File: src/rtl/core/wbwc_pkg.sv
`timescale 1ns / 1ps
// shared types, constants and a saturating add for the word break way counter
package wbwc_pkg;

  localparam int unsigned SymW  = 8;
  localparam int unsigned WaysW = 63;
  localparam int unsigned TotW  = 32;

  localparam logic [WaysW-1:0] WaysMax = {WaysW{1'b1}};
  localparam logic [TotW-1:0]  TotMax  = {TotW{1'b1}};

  typedef enum logic [1:0] {
    REQ_PAT   = 2'd0,
    REQ_TEXT  = 2'd1,
    REQ_CLEAR = 2'd2,
    REQ_NONE  = 2'd3
  } req_e;

  typedef enum logic [1:0] {
    ST_IDLE,
    ST_FETCH,
    ST_SCAN,
    ST_DONE
  } state_e;

  // saturating add of two counts
  function automatic logic [WaysW-1:0] sat_add(input logic [WaysW-1:0] a,
                                               input logic [WaysW-1:0] b);
    logic [WaysW:0] s;
    s = {1'b0, a} + {1'b0, b};
    return s[WaysW] ? WaysMax : s[WaysW-1:0];
  endfunction

endpackage

File: src/rtl/core/wbwc_cell.sv
`timescale 1ns / 1ps
// one window cell: holds a text character and the count one step further back
module wbwc_cell (
  input  logic                       clk_i,
  input  logic                       rst_ni,
  input  logic                       clear_i,
  input  logic                       shift_i,
  input  logic [wbwc_pkg::SymW-1:0]  sym_i,
  input  logic [wbwc_pkg::WaysW-1:0] ways_i,
  output logic [wbwc_pkg::SymW-1:0]  sym_o,
  output logic [wbwc_pkg::WaysW-1:0] ways_o
);
  import wbwc_pkg::*;

  logic [SymW-1:0]  sym_q;
  logic [WaysW-1:0] ways_q;

  always_ff @(posedge clk_i or negedge rst_ni) begin
    if (!rst_ni) begin
      sym_q  <= '0;
      ways_q <= '0;
    end else if (clear_i) begin
      sym_q  <= '0;
      ways_q <= '0;
    end else if (shift_i) begin
      sym_q  <= sym_i;
      ways_q <= ways_i;
    end
  end

  assign sym_o  = sym_q;
  assign ways_o = ways_q;

endmodule

File: config.mk
export PLATFORM = sky130hd
export DESIGN_NAME = wbwc_cell
export DESIGN_NICKNAME = d
export VERILOG_FILES = /design/src/rtl/core/wbwc_pkg.sv /design/src/rtl/core/wbwc_cell.sv
export SDC_FILE = /design/constraint.sdc
export NUM_CORES = 1
export LEC_CHECK = 0
export BUFFER_PORTS_ARGS = -buffer_cell sky130_fd_sc_hd__buf_4
export CAP_MARGIN = 5
export CORE_ASPECT_RATIO = 2
export CORE_MARGIN = 5
export CORE_UTILIZATION = 45
export CTS_CLUSTER_DIAMETER = 50
export DETAILED_ROUTE_END_ITERATION = 10
export GPL_TIMING_DRIVEN = 0
export PLACE_DENSITY = 0.87
export SLEW_MARGIN = 10
export SYNTH_ARGS = -nofsm -noshare
export SYNTH_HDL_FRONTEND = slang
export SYNTH_SLANG_ARGS = --single-unit
export TNS_END_PERCENT = 20
File: constraint.sdc
create_clock -name clk_i -period 0.8 [get_ports clk_i]
set_input_delay 0.08 -clock clk_i [delete_from_list [all_inputs] [get_ports clk_i]]
set_output_delay 0.08 -clock clk_i [all_outputs]
set_load 0.01 [all_outputs]
==> out/qor.txt <==
Crit path launch -> ways_o[44]$_DFFE_PN0P_
Routed WL -> 9.11 mm
Final Power -> 9.19 mW
# setup viols final -> 80
Root Buffer Master -> clkbuf_16
Via count -> 2511
Max H-tree Level -> 3
DR WL/cell -> 17.7 microns
VDD IR max -> 1.75 mV
Top Family by Delay on Critical Path -> flip-flops
Cell Area, Synth -> 2900 sq um
Placed cell area -> 4080 sq um
Crit Reg-Reg Startpoint -> ways_o[20]$_DFFE_PN0P_
Clock Sinks -> 71
FF+latch count, synth -> 71
Crit path launch type -> flip-flop
CP max stage cell -> dfrtp_1
DRT iter0 DRCs -> 90
Fill count -> 346
Worst rel slew slack -> 41.2%
Largest net degree at the start of global routing -> 72
FF+latch area -> 1780 sq um
Initial Util -> 46.0%
DP Wirelength -> 5.69 mm
Mapped Avg Cell Area -> 12.7 sq um
GPL Wtd Cong -> 0.737
RSZ-0062 raised after global routing -> true
Nature of the critical path endpoint -> output port
Congestion Overflow GR -> 0
DRC -> 0
Hold Buf Count CTS -> 36
Vias per std cell -> 4.88
Status -> finished with violations
Yosys warns -> 0
Pre-CTS WS -> -0.128 ns
Fmax -> 1050 MHz
CP max FO -> 2
IO Count -> 146
Leakage -> 2.69 nW
Post-route clock skew -> 0 ns
Sequential cell area fraction in the yosys report -> 61.2%
Hold WS -> -0.129 ns
Detailed-router iteration count before antenna repair -> 5
Util after Layout -> 80.0%
Antenna violations before repair -> 0
Max Root-Sink Buffers -> 2
Vias in the first global route -> 2773
Leading cell type in the layout, fill and taps excluded -> buf_4
Worst-path clk slew -> 0.05 ns
FP Rows -> 41
P&R area growth vs syn -> 73.9%
Post-route cell area -> 5040 sq um
Fin crit period -> 0.948 ns
Crit path buffers/inverters -> 1
Post-Synthesis Cells -> 229
CTS tree -> done
Worst hold path type -> input pin to asynchronous set/reset pin
Cts bufs inserted -> 9
Final period util -> 119%
Syn Nets -> 304
Post-layout net count -> 501
Final worst slack -> -0.148 ns
Most frequent cells in the layout -> 79 x buf_4, 72 x buf_6, 71 x nor2_1, 71 x dfrtp_1, 69 x mux2i_1
Largest stage delay, worst path -> 0.41 ns
First-pass GRT wire length -> 13.7 mm
Layout cells sized above 1 -> 40.3%
Area of the die -> 8250 sq um
Final hold vios -> 71
Library cells used by synthesis -> 7
Die width -> 66.8 microns
Slew Limit Fails -> 0
Req. time, crit path -> 0.72 ns
Post-route ant nets -> 0
CP Class -> flip-flop to output port
Worst Path Arrival -> 0.87 ns
Footprint of the multi-input gates -> 985 sq um
CP cell instances -> buf_6
Worst Max-Slew Pin Slew -> 0.882 ns
Die Span Y -> 124 microns
Violated checks -> negative hold slack, negative setup slack
GRT Total Usage -> 23.2%
Buffers on Ports -> 143
Core ar. -> 6310 sq um
Pwr dens -> 1820 nW/um^2
Number of diodes -> 0
Max_cap viols -> 0
Worst-Skew Late Latency -> 0.33 ns
==> layout make-up <==
type / instances / share of cell area [%]
Buffer: 16 / 2.93
Clock inverter: 1 / 0.0992
Timing Repair Buffer: 186 / 34.9
Multi-Input combinational cell: 142 / 19.5
Sequential cell: 71 / 35.2
Clock buffer: 13 / 5.16
Tap cell: 86 / 2.13
==> state kept, by name (all words and copies together) (netlist names) <==
| signal | count |
|---|---|
| sym_o | 8 |
| ways_o | 63 |
==> per-layer routing <==
metal | global-route usage [%] | up-vias | share of wire (%)
met5 | 0 | - | 0
met4 | 13.0 | 0 | 4.1
met3 | 7.55 | 26 | 5.8
met2 | 42.6 | 112 | 59
met1 | 21.6 | 1227 | 31
li1 | - | 1146 | -
==> synth_stat cells <==
cell | n | area, sq um
clkbuf_2 | 1 | 5.00
mux2i_1 | 71 | 711
clkbuf_1 | 7 | 26.3
dfrtp_1 | 71 | 1780
buf_6 | 1 | 11.3
buf_8 | 7 | 105
nor2_1 | 71 | 267
==> cell families (layout without fill, tap and decap cells) <==
logic type / Yosys count / in the layout / share of synthesized area, %
buffers and inverters: 16 / 216 / 5.09
AND/OR/NAND/NOR: 71 / 71 / 9.19
flip-flops: 71 / 71 / 61.2
multiplexers: 71 / 71 / 24.5
==> final timing paths <==
path,endpoint,slack [ns],cells past startpoint
setup / recovery,ways_o[44],-0.15,1
hold / removal,sym_o[6]$_DFFE_PN0P_,-0.13,1
setup reg to reg,ways_o[20]$_DFFE_PN0P_,-0.07,3
hold reg to reg,ways_o[35]$_DFFE_PN0P_,0.54,2
max in group asynchronous,ways_o[7]$_DFFE_PN0P_,0.35,1
min in group clk_i,ways_o[46]$_DFFE_PN0P_,0,3
==> where the power goes <==
group | internal [mW] | total, mW | switching, mW
sequential | 3.80 | 3.95 | 0.153
clock | 2.23 | 3.57 | 1.34
combinational | 0.994 | 1.67 | 0.678
total | 7.02 | 9.19 | 2.17
==> stage by stage <==
stage | std cells | TNS, ns
2_1_floorplan | 229 | 0
3_3_place_gp | 458 | -6.81
3_5_place_dp | 458 | -9.52
4_1_cts | 512 | -9.69
5_1_grt | 515 | -11.80
6_report | 515 | -9.26
==> what timing repair did <==
item                                    in CTS  in global routing
gates resized for setup                     71                  6
buffers inserted                             4                  3
endpoints found under the setup margin      71                 84
hold endpoints to repair                   107                 71
pin swaps                                    0                  1
(Power assumes the default switching activity.)
